$ cat src/tkcpd_pkg.sv
// shared types and constants for the top-k correlation peak picker
package tkcpd_pkg;

  localparam int HELD    = 4;
  localparam int VAL_W   = 32;
  localparam int LAG_W   = 16;
  localparam int CNT_W   = 17;
  localparam int EXP_W   = 5;
  localparam int RANK_W  = 5;
  localparam int LEFT_W  = $clog2(HELD + 1);
  localparam int OUT_W   = 56;

  localparam logic [EXP_W-1:0] EXP_RESET = EXP_W'(10);
  localparam logic [EXP_W-1:0] EXP_MIN   = EXP_W'(1);
  localparam logic [EXP_W-1:0] EXP_MAX   = EXP_W'(16);

  // one table slot
  typedef struct packed {
    logic                    valid;
    logic signed [VAL_W-1:0] value;
    logic [LAG_W-1:0]        lag;
  } slot_t;

  // one result waiting in the emit chain
  typedef struct packed {
    logic                    valid;
    logic signed [VAL_W-1:0] value;
    logic [LAG_W-1:0]        delay;
  } snap_t;

  // control broadcast from the top level to every cell
  typedef struct packed {
    logic                    ins_en;
    logic                    load;
    logic                    shift;
    logic signed [VAL_W-1:0] cand_value;
    logic [LAG_W-1:0]        cand_lag;
    logic [CNT_W-1:0]        half_len;
    logic [LAG_W-1:0]        len_lo;
  } cell_ctrl_t;

endpackage

$ cat src/tkcpd_cell.sv
// one slot of the descending peak table plus its emit stage
module tkcpd_cell
  import tkcpd_pkg::*;
(
  input  logic       clk,
  input  logic       rst,
  input  cell_ctrl_t ctrl,
  input  logic       ge_prev,
  input  slot_t      slot_prev,
  input  snap_t      snap_in,
  output logic       ge,
  output slot_t      slot,
  output snap_t      snap
);

  slot_t slot_next;
  snap_t conv;

  assign ge = !slot.valid || (ctrl.cand_value >= slot.value);

  always_comb begin
    slot_next = slot;
    if (ctrl.ins_en && ge_prev) begin
      slot_next = slot_prev;
    end else if (ctrl.ins_en && ge) begin
      slot_next.valid = 1'b1;
      slot_next.value = ctrl.cand_value;
      slot_next.lag   = ctrl.cand_lag;
    end
  end

  // circular wrap of the lag into a signed delay
  always_comb begin
    conv = '0;
    if (slot_next.valid) begin
      conv.valid = 1'b1;
      conv.value = slot_next.value;
      if ({1'b0, slot_next.lag} < ctrl.half_len) begin
        conv.delay = slot_next.lag;
      end else begin
        conv.delay = slot_next.lag - ctrl.len_lo;
      end
    end
  end

  always_ff @(posedge clk) begin
    if (rst) begin
      slot <= '0;
    end else if (ctrl.load) begin
      slot <= '0;
    end else begin
      slot <= slot_next;
    end
  end

  always_ff @(posedge clk) begin
    if (rst) begin
      snap <= '0;
    end else if (ctrl.load) begin
      snap <= conv;
    end else if (ctrl.shift) begin
      snap <= snap_in;
    end
  end

endmodule

$ cat src/top_k_correlation_peak_delays.sv
// top level: lag counter, chain of peak cells and result streaming
// a frame's results start in the cycle after the word marked tlast is taken
// throughput: one correlation word per cycle; each frame emits HELD words, one per cycle while m_tready is high
// a word marked tlast waits while results of the previous frame are still draining
// other words are taken every cycle, even during draining
// reset (rst, synchronous, active high) clears the table, lag counter and pending results,
// and sets fft_len_log2 to 10
module top_k_correlation_peak_delays
  import tkcpd_pkg::*;
(
  input  logic              clk,
  input  logic              rst,
  // configuration: fft_len_log2
  input  logic              cfg_valid,
  output logic              cfg_ready,
  input  logic [EXP_W-1:0]  cfg_data,
  // correlation stream in
  input  logic              s_tvalid,
  output logic              s_tready,
  input  logic [VAL_W-1:0]  s_tdata,   // [31:0] cc_value
  input  logic              s_tlast,   // frame_end
  // results out
  output logic              m_tvalid,
  input  logic              m_tready,
  output logic [OUT_W-1:0]  m_tdata,   // [4:0] rank, [20:5] sample_delay,
                                        // [52:21] peak_value, [55:53] zero
  output logic              m_tuser,   // [0] entry_valid
  output logic              m_tlast    // last_result
);

  logic [EXP_W-1:0]  fft_len_log2;
  logic [EXP_W-1:0]  exp_eff;
  logic [CNT_W-1:0]  frame_len;
  logic [CNT_W-1:0]  lag_counter;
  logic [LEFT_W-1:0] left;
  logic              s_fire;
  logic              m_fire;
  logic              free;
  logic              in_range;
  logic              reject;
  cell_ctrl_t        ctrl;

  logic              ge_chain   [HELD+1];
  slot_t             slot_chain [HELD+1];
  snap_t             snap_chain [HELD+1];
  logic [HELD-1:0]   vmask;

  // config register, always writable
  assign cfg_ready = 1'b1;

  always_ff @(posedge clk) begin
    if (rst) begin
      fft_len_log2 <= EXP_RESET;
    end else if (cfg_valid) begin
      fft_len_log2 <= cfg_data;
    end
  end

  // clamp the exponent into 1..16 and form the frame length
  always_comb begin
    exp_eff = fft_len_log2;
    if (fft_len_log2 < EXP_MIN) exp_eff = EXP_MIN;
    if (fft_len_log2 > EXP_MAX) exp_eff = EXP_MAX;
  end
  assign frame_len = CNT_W'(1) << exp_eff;

  // emit chain can take a new snapshot when empty or when its last word leaves now
  assign m_fire   = m_tvalid && m_tready;
  assign free     = (left == '0) || ((left == LEFT_W'(1)) && m_tready);
  assign s_tready = free || !s_tlast;
  assign s_fire   = s_tvalid && s_tready;

  // drop values past the frame length and values that cannot beat the smallest held one
  assign in_range = lag_counter < frame_len;
  assign reject   = slot_chain[HELD].valid && (signed'(s_tdata) <= slot_chain[HELD].value);

  always_comb begin
    ctrl            = '0;
    ctrl.ins_en     = s_fire && in_range && !reject;
    ctrl.load       = s_fire && s_tlast;
    ctrl.shift      = m_fire;
    ctrl.cand_value = signed'(s_tdata);
    ctrl.cand_lag   = lag_counter[LAG_W-1:0];
    ctrl.half_len   = frame_len >> 1;
    ctrl.len_lo     = frame_len[LAG_W-1:0];
  end

  always_ff @(posedge clk) begin
    if (rst) begin
      lag_counter <= '0;
    end else if (s_fire && s_tlast) begin
      lag_counter <= '0;
    end else if (s_fire && in_range) begin
      lag_counter <= lag_counter + CNT_W'(1);
    end
  end

  // words left to send from the emit chain
  always_ff @(posedge clk) begin
    if (rst) begin
      left <= '0;
    end else if (ctrl.load) begin
      left <= LEFT_W'(HELD);
    end else if (m_fire) begin
      left <= left - LEFT_W'(1);
    end
  end

  // the chain: cell i looks at cell i-1 for shift-in on insert,
  // and at cell i+1 for shift-up while emitting
  assign ge_chain[0]      = 1'b0;
  assign slot_chain[0]    = '0;
  assign snap_chain[HELD] = '0;

  for (genvar i = 0; i < HELD; i++) begin : g_cell
    slot_t cell_slot;
    snap_t cell_snap;

    tkcpd_cell u_cell (
      .clk       (clk),
      .rst       (rst),
      .ctrl      (ctrl),
      .ge_prev   (ge_chain[i]),
      .slot_prev (slot_chain[i]),
      .snap_in   (snap_chain[i+1]),
      .ge        (ge_chain[i+1]),
      .slot      (cell_slot),
      .snap      (cell_snap)
    );

    assign slot_chain[i+1] = cell_slot;
    assign snap_chain[i]   = cell_snap;
    assign vmask[i]        = cell_slot.valid;
  end

  // cell 0 of the emit chain drives the output
  assign m_tvalid = (left != '0);
  assign m_tlast  = (left == LEFT_W'(1));
  assign m_tuser  = snap_chain[0].valid;
  assign m_tdata  = {3'b000,
                     snap_chain[0].value,
                     snap_chain[0].delay,
                     RANK_W'(LEFT_W'(HELD) - left)};

  // a frame end always queues a full set of results
  assert property (@(posedge clk) disable iff (rst)
    (s_fire && s_tlast) |=> (left == LEFT_W'(HELD)))
    else $error("emit count not loaded on frame end");

  // the lag counter restarts and the table empties after a frame end
  assert property (@(posedge clk) disable iff (rst)
    (s_fire && s_tlast) |=> (lag_counter == '0) && (vmask == '0))
    else $error("table or lag counter not cleared on frame end");

  // filled slots always form a prefix of the table
  assert property (@(posedge clk) disable iff (rst)
    ((vmask >> 1) & ~vmask) == '0)
    else $error("hole in peak table");

  // the input only stalls for a frame end while results are draining
  assert property (@(posedge clk) disable iff (rst)
    !s_tready |-> (s_tlast && (left != '0)))
    else $error("input stalled without cause");

endmodule
$ cat config.mk
export PLATFORM = sky130hd
export DESIGN_NAME = top_k_correlation_peak_delays
export DESIGN_NICKNAME = d
export VERILOG_FILES = /design/src/tkcpd_pkg.sv /design/src/tkcpd_cell.sv /design/src/top_k_correlation_peak_delays.sv
export SDC_FILE = /design/constraint.sdc
export NUM_CORES = 1
export LEC_CHECK = 0
export ABC_AREA = 1
export BUFFER_PORTS_ARGS = -buffer_cell sky130_fd_sc_hd__buf_4
export CELL_PAD_IN_SITES_DETAIL_PLACEMENT = 0
export CELL_PAD_IN_SITES_GLOBAL_PLACEMENT = 1
export CORE_ASPECT_RATIO = 0.6
export CORE_UTILIZATION = 45
export CTS_BUF_LIST = sky130_fd_sc_hd__clkbuf_8
export DETAILED_ROUTE_END_ITERATION = 6
export GPL_ROUTABILITY_DRIVEN = 0
export PLACE_DENSITY = 0.75
export SKIP_LAST_GASP = 1
export SYNTH_ARGS = -nofsm -noshare
export SYNTH_HDL_FRONTEND = slang
export SYNTH_SLANG_ARGS = --single-unit
$ cat constraint.sdc
create_clock -name clk -period 13.95 [get_ports clk]
set_clock_uncertainty 0.1 [all_clocks]
set_input_delay 2.79 -clock clk [delete_from_list [all_inputs] [get_ports clk]]
set_output_delay 2.79 -clock clk [all_outputs]
set_load 0.03 [all_outputs]
## Yosys cells after proc, flatten, opt, wreduce, memory -nomap -nowiden

Index checks and enable logic that the tools add are counted.

- Register bits: 417
- Latch bits: 0
- RAM bits: 0
- ROM bits: 0
- Input port bits: 43
- Output and inout bits: 61
- Logic and storage cells: 103
- Memories kept: 0

- Add/sub/neg operators: 7
- $mul: 0
- Divide/modulo/power cells: 0
- Order comparisons: 12
- Equality and inequality tests: 1
- Shift operators: 1
- Mux-type cells: 27
- Bitwise operators: 0
- Reduce and logical (&&, ||, !) cells: 27

Operators with widths:

| kind | number |
|---|---|
| $mux 49 | 19 |
| $ge 32x32->1 | 4 |
| $lt 16x16->1 | 4 |
| $mux 16 | 4 |
| $sub 16x16->16 | 4 |
| $le 32x32->1 | 1 |
| $add 17x1->17 const B | 1 |
| $lt 17x17->1 | 1 |
| $shl 1x5->17 const A | 1 |
| $logic_and 1x1->1 | 11 |
| $mux 5 | 2 |
| $logic_not 1->1 | 6 |
| $logic_or 1x1->1 | 6 |
| $mux 3 | 2 |
| $gt 5x5->1 const B | 1 |
| $lt 5x1->1 const B | 1 |
| $sub 3x3->4 const A | 1 |
| $eq 3x1->1 const B | 1 |
| $logic_not 3->1 | 1 |
| $reduce_bool 3->1 | 1 |
| $sub 3x1->3 const B | 1 |
| $reduce_bool 2->1 | 1 |
| $reduce_or 2->1 | 1 |

## Longest topological paths before layout

Gate-level depths: netlist of run 1.

- Depth after elaboration: 14
- Depth in mapped cells: 40
- Depth with buffers taken out: 38

## Modules after synthesis

Synthesis of run 1 repeated with hierarchy kept, for this count alone.

- Cells, all modules: 4449
- Area, all modules: 29381.9 um2

By module, submodules not included:

| module | instances | cells an instance | area each (um2) | seq. area each (um2) |
|---|---|---|---|---|
| tkcpd_cell at g_cell[1].u_cell ... | 3 | 997 | 6580.1 | 1961.9 |
| tkcpd_cell at g_cell[0].u_cell | 1 | 996 | 6561.3 | 1961.9 |
| top_k_correlation_peak_delays | 1 | 462 | 3080.5 | 500.5 |

## Least setup slack after synthesis of run 1

Ideal clock, no wire load.

- Kind: input to register
- From: input port s_tdata[31]
- To: register g_cell[2].u_cell.snap[15] (netlist name)
- Setup time: 0.119 ns
- Arrival: 6.911 ns
- Required time: 13.731 ns
- Slack: 6.819 ns
- Cell stages on the path: 26
- Buffers on the path: 3
- Cells stage by stage: ha_1 > nand2_1 > nor2_1 > nand2_1 > nor3_1 > nand2_1 > clkinv_1 > nand2_1 > nand3b_1 > nand3_2 > nand3_2 > buf_2 > buf_1 > o211ai_1 > o21ai_0 > inv_1 > ha_1 > nand2_1 > inv_1 > o21bai_1 > a21oi_1 > a2111oi_1 > clkbuf_1 > nand3_1 > nand3_1 > a21oi_1

RTL lines:

| item | line | RTL |
|---|---|---|
| start: declaration | top_k_correlation_peak_delays.sv:20 | `input logic [VAL_W-1:0] s_tdata,` |
| end signal: assignment | tkcpd_cell.sv:60 | `snap <= conv;` |
| end signal: assignment | tkcpd_cell.sv:62 | `snap <= snap_in;` |
| end: declaration | tkcpd_cell.sv:13 | `output snap_t snap` |

==> summary.md, run 1 <==
| Metric | Value |
|---|---|
| Root buffer cell | `clkbuf_8` |
| First drt pass iteration count | `6` |
| Synthesized area per cell | `7.13 sq um` |
| Slowest stage delay, CP | `1000 ps` |
| Fin Hold WS | `363 ps` |
| RSZ-0062 raised after global routing | `false` |
| CTS H-tree depth | `3` |
| Pwr dens | `186 nW/um^2` |
| Die area | `58300 sq um` |
| Initial DRC Count | `2467` |
| Vias | `25300` |
| GR peak layer | `met1` |
| GR Layer Usage met1 | `0.492` |
| Final period utilization | `0.616` |
| Max Clk Rate | `116 MHz` |
| Post-Synthesis Cell Area | `25800 sq um` |
| Synthesis Warnings | `0` |
| Worst-path clk slew | `70 ps` |
| Cells after synthesis | `3617` |
| Residual DRC | `0` |
| Vias/cell | `5.70` |
| Cell family with the largest share of critical-path delay | `simple AND/OR/NAND/NOR gates` |
| Fraction of layout cells with a size suffix above 1 | `0.0769` |
| Clock Path Buffers | `3` |
| Total Nets Final | `3952` |
| Final setup vio count | `0` |
| Area Overhead vs Synth | `10.6%` |
| Worst-path fanout max | `103` |
| Routed WL per cell | `20.1 um` |
| Post-cts sizing count | `0` |
| Fill count | `5696` |
| Status | `finished clean` |
| Area of the core | `56200 sq um` |
| Antenna violations before repair | `4` |
| Finished Layout Cells | `4443` |
| Antenna Nets Post-Route | `0` |
| CP max-delay cell | `nand3_4` |
| Final WL | `89400 um` |
| CTS tree | `done` |
| CP endpoint kind | `flop` |
| GR Util met2 | `0.368` |
| Slew Viols, Final | `0` |
| WP depth | `31` |
| TritonCTS Buffers | `71` |
| Max-cap viol count | `0` |
| Die height | `187 um` |
| Startpoint types | `flop` |
| Crit-path most repeated cell | `a21oi_1` |
| Setup CP Type | `reg2reg` |
| Overflow left after global routing | `0` |
| Max-slew headroom | `0.226` |
| VDD IR max | `0.115 mV` |
| Post-synth cell types | `47` |
| Critical path buffer and inverter count | `3` |
| Setup Buffers After CTS | `0` |
| Clk_lat worst skew | `690 ps` |
| Measured slew at the worst slew-check pin | `1150 ps` |
| Site Rows | `67` |
| Setup TNS | `0 ps` |
| Worst path required time | `14470 ps` |
| Input/output buffers | `99` |
| #FFs+latches synth | `417` |
| IO Pins | `104` |
| Dpl cells | `4320` |
| Initial Util | `0.459` |
| Die width | `311 um` |
| Share of the yosys chip area belonging to registers | `0.324` |
| Hold WC Path Type | `reg2reg` |
| Arrival @ worst endpoint | `9110 ps` |
| Final hold violation count | `0` |
| FF-to-FF path depth | `31` |
| Hold path cells | `2` |
| Post-route minimum period | `8590 ps` |
| GRT Overall Usage | `0.301` |
| Leakage | `0.0123 uW` |
| Vias in the first global route | `23200` |
| First-pass GRT wire length | `137000 um` |
| Hpwl dp | `62000 um` |
| Hold-fix buffers, CTS | `0` |
| Largest net degree at the start of global routing | `122` |
| Met3 Resource Use GR | `0.0828` |
| Clk sinks | `417` |
==> cells in the final DEF (no fill, tap or decap), types with 4 or more instances in the layout <==
| cell | instances |
|---|---|
| conb_1 | 11 |
| a21o_1 | 5 |
| nand3b_1 | 5 |
| inv_2 | 5 |
| inv_1 | 423 |
| o21a_1 | 31 |
| xor2_1 | 48 |
| clkinvlp_4 | 4 |
| and2_1 | 6 |
| a2bb2oi_1 | 27 |
| bufinv_16 | 5 |
| ha_1 | 271 |
| nor2_2 | 5 |
| o221ai_1 | 31 |
| nand2_2 | 4 |
| a211oi_1 | 9 |
| clkbuf_8 | 86 |
| a31oi_1 | 9 |
| o211ai_1 | 98 |
| fa_1 | 4 |
| o21ai_0 | 469 |
| nand3_4 | 4 |
| nand3_1 | 198 |
| nor2_1 | 399 |
| nand2_1 | 470 |
| nor3_1 | 26 |
| xnor2_1 | 10 |
| nand2_4 | 12 |
| buf_4 | 140 |
| nand4_1 | 24 |
| dfxtp_1 | 417 |
| o21bai_1 | 18 |
| a21oi_1 | 378 |
==> synth_stat cells (all sizes together) <==
cell | instances | area (sq um)
or2 | 2 | 12.5
buf | 57 | 313
clkinv | 2 | 7.51
o41ai | 1 | 8.76
o21a | 31 | 233
nor3 | 28 | 150
xor2 | 48 | 420
a2111oi | 3 | 35.0
inv | 406 | 1520
ha | 271 | 3390
conb | 2 | 7.51
a2bb2oi | 27 | 236
nand2 | 486 | 1900
o21ai | 473 | 2370
nor2 | 404 | 1530
o21bai | 18 | 135
o221a | 1 | 11.3
a211oi | 9 | 67.6
and2 | 6 | 37.5
nand3b | 5 | 37.5
nor4 | 4 | 40.0
a21oi | 378 | 1890
o31ai | 3 | 22.5
nand4 | 24 | 150
clkbuf | 149 | 559
dfxtp | 417 | 8350
nand3 | 205 | 1070
a21o | 5 | 37.5
fa | 4 | 80.1
o211ai | 98 | 736
a31oi | 9 | 56.3
xnor2 | 10 | 87.6
o221ai | 31 | 272
==> cell families (layout without fill, tap and decap cells) <==
family                   after synthesis  after routing  share of synthesized area
buffers and inverters                614            670                     0.0932
XOR/XNOR                              58             58                     0.0197
AO/OA/AOI/OAI                       1087           1087                      0.237
flip-flops                           417            417                      0.324
adder cells (fa/ha/maj)              275            275                      0.135
AND/OR/NAND/NOR                     1164           1164                      0.191
other                                  2             13                   0.000291
==> path summary, 6_finish.rpt <==
kind                                   from                   endpoint  slack, ps
setup / recovery            fft_len_log2[4]  g_cell[1].u_cell.snap[15]       5360
hold / removal    g_cell[3].u_cell.snap[48]  g_cell[3].u_cell.snap[48]        360
setup reg to reg            fft_len_log2[4]  g_cell[1].u_cell.snap[15]       5360
hold reg to reg   g_cell[3].u_cell.snap[48]  g_cell[3].u_cell.snap[48]        360
==> worst reg2reg max path: cells and delay by family, from the launching register on <==
kind / cells / cell delay, ps
buffers and inverters: 3 / 990
adder cells (fa/ha/maj): 2 / 690
flip-flops: 1 / 320
XOR/XNOR: 1 / 150
AND/OR/NAND/NOR: 14 / 3780
AO/OA/AOI/OAI: 11 / 2490
==> report_power, final <==
group	internal, uW	total (uW)	leakage (uW)	switching (uW)
clock network	647	1190	0.000824	544
logic	896	2580	0.00807	1690
registers	1390	1520	0.00342	132
total	2930	5300	0.0123	2360
==> through the flow <==
| step | setup WS (ps) | total power, uW | utilization | instance area [sq um] |
|---|---|---|---|---|
| global route | 4790 | 5700 | 0.507 | 28500 |
| CTS | 5520 | 5270 | 0.507 | 28500 |
| detailed placement | 4960 | 4060 | 0.481 | 27000 |
| global placement | 5080 | 4020 | 0.481 | 27000 |
| finish | 5360 | 5300 | 0.507 | 28500 |
| floorplan | 6820 | 3380 | - | 25800 |
==> registers in the layout, summed over array words and instances, names as in the netlist <==
signal / count
g_cell.u_cell.slot: 196
g_cell.u_cell.snap: 196
lag_counter: 17
fft_len_log2: 5
left: 3
==> per-layer routing <==
metal  routed length [um]  part of all wire  vias up
li1                     -                 -    12300
met1                46700              0.52    11800
met3                 9830              0.11      130
met5                   13           0.00015        -
met2                31100              0.35     1132
met4                 1620             0.018        2
==> area by class of cell <==
class	count	area, sq um	share of cell area
Inverter	408	1530	0.0538
Multi-Input combinational cell	2595	15100	0.531
Sequential cell	417	8350	0.293
Antenna cell	2	5.00	0.000176
Tap cell	759	950	0.0333
Timing Repair Buffer	141	1070	0.0376
Clock buffer	86	1180	0.0415
Clock inverter	35	282	0.00988
Power figures use the tool's default switching activity.
==> run 2: changes to the inputs <==
--- a/config.mk
+++ b/config.mk
@@ -5,7 +5,7 @@
 export SDC_FILE = /design/constraint.sdc
 export NUM_CORES = 1
 export LEC_CHECK = 0
-export ABC_AREA = 1
+export ABC_AREA = 0
 export BUFFER_PORTS_ARGS = -buffer_cell sky130_fd_sc_hd__buf_4
 export CELL_PAD_IN_SITES_DETAIL_PLACEMENT = 0
 export CELL_PAD_IN_SITES_GLOBAL_PLACEMENT = 1
@@ -14,7 +14,7 @@
 export CTS_BUF_LIST = sky130_fd_sc_hd__clkbuf_8
 export DETAILED_ROUTE_END_ITERATION = 6
 export GPL_ROUTABILITY_DRIVEN = 0
-export PLACE_DENSITY = 0.75
+export PLACE_DENSITY = 0.73
 export SKIP_LAST_GASP = 1
 export SYNTH_ARGS = -nofsm -noshare
 export SYNTH_HDL_FRONTEND = slang
==> constraint.sdc (replaced) <==
create_clock -name clk -period 8.4 [get_ports clk]
set_clock_uncertainty 0.1 [all_clocks]
set_input_delay 1.68 -clock clk [delete_from_list [all_inputs] [get_ports clk]]
set_output_delay 1.68 -clock clk [all_outputs]
set_load 0.03 [all_outputs]
==> run 2 against run 1 <==
Cell count is 6.9% lower. Non-clock buffer count rose by 30. Global-route usage down 0.34 points. Synthesized cell count decreased by 9.5%. Critical path type is now in2reg. Largest power group unchanged.
==> summary.md, run 2 <==
| Metric | Value |
|---|---|
| Clock Path Buffers | `3 (unchanged)` |
| Worst-path fanout max | `16 (was 103)` |
| Vias/cell | `5.89 (was 5.70)` |
| Final hold violation count | `0 (unchanged)` |
| RSZ-0062 raised after global routing | `false (unchanged)` |
| VDD IR max | `0.134 mV (was 0.115 mV)` |
| Fraction of layout cells with a size suffix above 1 | `0.0951 (was 0.0769)` |
| Site Rows | `67 (unchanged)` |
| Measured slew at the worst slew-check pin | `1240 ps (was 1150 ps)` |
| Pwr dens | `251 nW/um^2 (was 186 nW/um^2)` |
| Synthesis Warnings | `0 (unchanged)` |
| Max Clk Rate | `130 MHz` |
| Synth Flop Type | `dfxtp_1 (unchanged)` |
| Critical path buffer and inverter count | `2 (was 3)` |
| First-pass GRT wire length | `136000 um (was 137000 um)` |
| Hold path cells | `2 (unchanged)` |
| Max-cap viol count | `0 (unchanged)` |
| Die area | `58900 sq um (was 58300 sq um)` |
| Die width | `313 um (was 311 um)` |
| Hpwl dp | `61900 um (was 62000 um)` |
| Final core occ | `0.513 (was 0.507)` |
| Final setup vio count | `0 (unchanged)` |
| Post-Synthesis Cell Area | `26100 sq um (was 25800 sq um)` |
| TritonCTS Buffers | `72 (was 71)` |
| Area of the core | `56500 sq um (was 56200 sq um)` |
| CTS H-tree depth | `3 (unchanged)` |
| Total Nets Final | `3650 (was 3952)` |
| Slew Viols, Final | `0 (unchanged)` |
| Initial Util | `0.461 (was 0.459)` |
| Post-synth cell types | `81 (was 47)` |
| First drt pass iteration count | `6 (unchanged)` |
| R2r endpoint | `g_cell[2].u_cell.snap[0] (was g_cell[1].u_cell.snap[15])` |
| Cell family with the largest share of critical-path delay | `simple AND/OR/NAND/NOR gates (unchanged)` |
| FF-to-FF path depth | `21 (was 31)` |
| Clk pwr share | `0.261 (was 0.225)` |
| Arrival @ worst endpoint | `8170 ps (was 9110 ps)` |
| Worst-path clk slew | `60 ps (was 70 ps)` |
| Setup CP Type | `in2reg (was reg2reg)` |
| Synth top area cells | `dfxtp_1 (32%), ha_1 (13%), a21oi_1 (7.9%) (was dfxtp_1 (32%), ha_1 (13%), o21ai_0 (9.1%))` |
| Routed WL per cell | `21.7 um (was 20.1 um)` |
| Critical register-to-register path startpoint | `fft_len_log2[0] (was fft_len_log2[4])` |
| Comb power frac | `0.428 (was 0.488)` |
| Slowest stage delay, CP | `1040 ps (was 1000 ps)` |
| Startpoint types | `input pin (was flop)` |
| Psw | `2920 uW (was 2360 uW)` |
| Share of the yosys chip area belonging to registers | `0.320 (was 0.324)` |
| P_int | `4360 uW (was 2930 uW)` |
| Hold WC Path Type | `reg2reg (unchanged)` |
| Most frequent cells in the layout | `dfxtp_1 (417), a21oi_1 (410), nor2_1 (396) (was nand2_1 (470), o21ai_0 (469), inv_1 (423))` |
| Async set-reset flop share out of synthesis | `0 (unchanged)` |
| Commonest non-fill, non-tap cell in the layout | `dfxtp_1 (was nand2_1)` |
| Die height | `188 um (was 187 um)` |
| Leakage | `0.0122 uW (was 0.0123 uW)` |
| Post-cts sizing count | `0 (unchanged)` |
| Largest registers | `g_cell.u_cell.slot: 196 flops, g_cell.u_cell.snap: 196 flops, lag_counter: 17 flops (unchanged)` |
| Largest net degree at the start of global routing | `97 (was 122)` |
| Reg power frac | `0.311 (was 0.287)` |
| #FFs+latches synth | `417 (unchanged)` |
| Hold EP | `g_cell[3].u_cell.snap[10] (was g_cell[3].u_cell.snap[48])` |
| CP max-delay cell | `a211oi_4 (was nand3_4)` |
| Most common cell in the synthesized netlist | `dfxtp_1 (was nand2_1)` |
| Post-synth top cells | `dfxtp_1 (417), a21oi_1 (410), nor2_1 (400) (was nand2_1 (473), o21ai_0 (469), dfxtp_1 (417))` |
| Design area | `29000 sq um (was 28500 sq um)` |
| GRT Overall Usage | `0.297 (was 0.301)` |
| Pre-CTS WS | `151 ps (was 4960 ps)` |
| Max-slew headroom | `0.169 (was 0.226)` |
| Post-route minimum period | `7710 ps` |
| Hold-fix buffers, CTS | `0 (unchanged)` |
| Post-synth EDFFs | `0 (unchanged)` |
| Vias in the first global route | `22800 (was 23200)` |
| Setup Buffers After CTS | `0 (unchanged)` |
| Synth top area share | `0.320 (was 0.324)` |
| Antenna Nets Post-Route | `0 (unchanged)` |
| CP endpoint kind | `flop (unchanged)` |
| Largest area contributor in the netlist | `dfxtp_1 (unchanged)` |
| Synthesized area per cell | `7.96 sq um (was 7.13 sq um)` |
| Final worst slack | `687 ps (was 5360 ps)` |
| Overflow left after global routing | `0 (unchanged)` |
| Initial DRC Count | `2248 (was 2467)` |
| Final WL | `89800 um (was 89400 um)` |
| Worst path required time | `8860 ps (was 14470 ps)` |
| Hold Crit Start | `g_cell[3].u_cell.snap[10] (was g_cell[3].u_cell.snap[48])` |
| IO Pins | `104 (unchanged)` |
| Fill count | `5454 (was 5696)` |
| Cells along the critical path | `buf_4 > ha_1 > nand4_1 > nor4_1 > nor3b_1 > a2111oi_1 > buf_4 > or3b_1 > nor2_4 > mux2i_1 > a21oi_1 > ha_1 > nand4_1 > nor4_1 > a2111oi_0 > o21ai_0 > nor3_1 > a211oi_4 > mux2_2 > o22ai_1` |
| CTS tree | `done (unchanged)` |
| Vias | `24400 (was 25300)` |
| Clk sinks | `417 (unchanged)` |
| Clk_lat worst skew | `680 ps (was 690 ps)` |
| Root buffer cell | `clkbuf_8 (unchanged)` |
| Antenna violations before repair | `2 (was 4)` |
| Final period utilization | `0.918` |
| R2R setup slack | `1180 ps (was 5360 ps)` |
| Residual DRC | `0 (unchanged)` |
| Input/output buffers | `99 (unchanged)` |
| Placed Area | `27600 sq um (was 27000 sq um)` |
| Sw frac | `0.401 (was 0.446)` |
| Area Overhead vs Synth | `11.3% (was 10.6%)` |
| Status | `finished clean (unchanged)` |
| Setup TNS | `0 ps (unchanged)` |
| Cells after synthesis | `3275 (was 3617)` |
## run 2: cell types whose count changed in the layout (fill, tap and decap cells not counted), sizes merged, moves of 125 or more
cell | before | now
mux2i | 0 | 199
inv | 429 | 192
nand2 | 486 | 361
and2 | 6 | 156
nand3 | 205 | 46
o21ai | 473 | 65
## run 2: worst max-delay path by stage
stage | startpoint | endpoint | slack (ps) | cells after the start
after floorplan | s_tdata[23] | g_cell[2].u_cell.snap[13] | 1750 | 22
after global placement | s_tdata[27] | g_cell[2].u_cell.snap[0] | 440 | 20
after detailed placement | s_tdata[27] | g_cell[2].u_cell.snap[0] | 150 | 20
after CTS | s_tdata[31] | g_cell[2].u_cell.snap[0] | 860 | 20
after global routing | s_tdata[31] | g_cell[2].u_cell.snap[0] | 520 | 20
final | s_tdata[27] | g_cell[2].u_cell.snap[0] | 690 | 20
## run 2: worst reg2reg max path, delay by kind of cell (launching register included)
kind	cells	cell delay (ps)
flip-flops	1	420
AND/OR/NAND/NOR	11	3220
adder cells (fa/ha/maj)	2	760
AO/OA/AOI/OAI	6	1930
multiplexers	2	720
## run 2: power by group through the flow
stage | sequential (uW) | combinational (uW) | clock [uW]
2_1_floorplan | 2270 | 2230 | 0
3_3_place_gp | 2300 | 2970 | 0
3_5_place_dp | 2300 | 3030 | 0
4_1_cts | 2260 | 3050 | 1930
5_1_grt | 2280 | 3400 | 2020
6_report | 2260 | 3110 | 1900
## run 2: per-stage QoR
| stage | total power (uW) | std cells | hold WS, ps |
|---|---|---|---|
| 2_1_floorplan | 4500 | 3284 | 325 |
| 4_1_cts | 7240 | 4134 | 371 |
| 6_report | 7270 | 4135 | 372 |
| 5_1_grt | 7700 | 4135 | 388 |
| 3_5_place_dp | 5330 | 4017 | 359 |
| 3_3_place_gp | 5270 | 4017 | 341 |
## run 2: area by class of cell
type | count | area, sq um | area share
Multi-Input combinational cell | 2501 | 16400 | 0.565
Inverter | 169 | 634 | 0.0219
Timing Repair Buffer | 171 | 1300 | 0.0448
Tap cell | 759 | 950 | 0.0327
Clock inverter | 33 | 221 | 0.00763
Sequential cell | 417 | 8350 | 0.288
Clock buffer | 84 | 1160 | 0.0399
Antenna cell | 1 | 2.50 | 0.0000863
## run 2: cells by family (layout without fill, tap and decap cells)
group	count (synthesis)	after routing	synth area share
mux	219	219	0.0855
compound gates	790	790	0.186
buf+inv	366	457	0.0552
flops	417	417	0.320
fa+ha+maj	275	275	0.133
simple gates	1148	1148	0.200
other cells	2	12	0.000288
xor+xnor	58	58	0.0195
## run 2: routing by layer
layer	global-route usage	vias up	routed length, um	share of wire
li1	-	11500	-	-
met1	0.471	11800	45400	0.51
met2	0.399	973	34400	0.38
met3	0.0634	100	8650	0.096
met4	0.0645	0	1400	0.016
met5	0	-	0	0
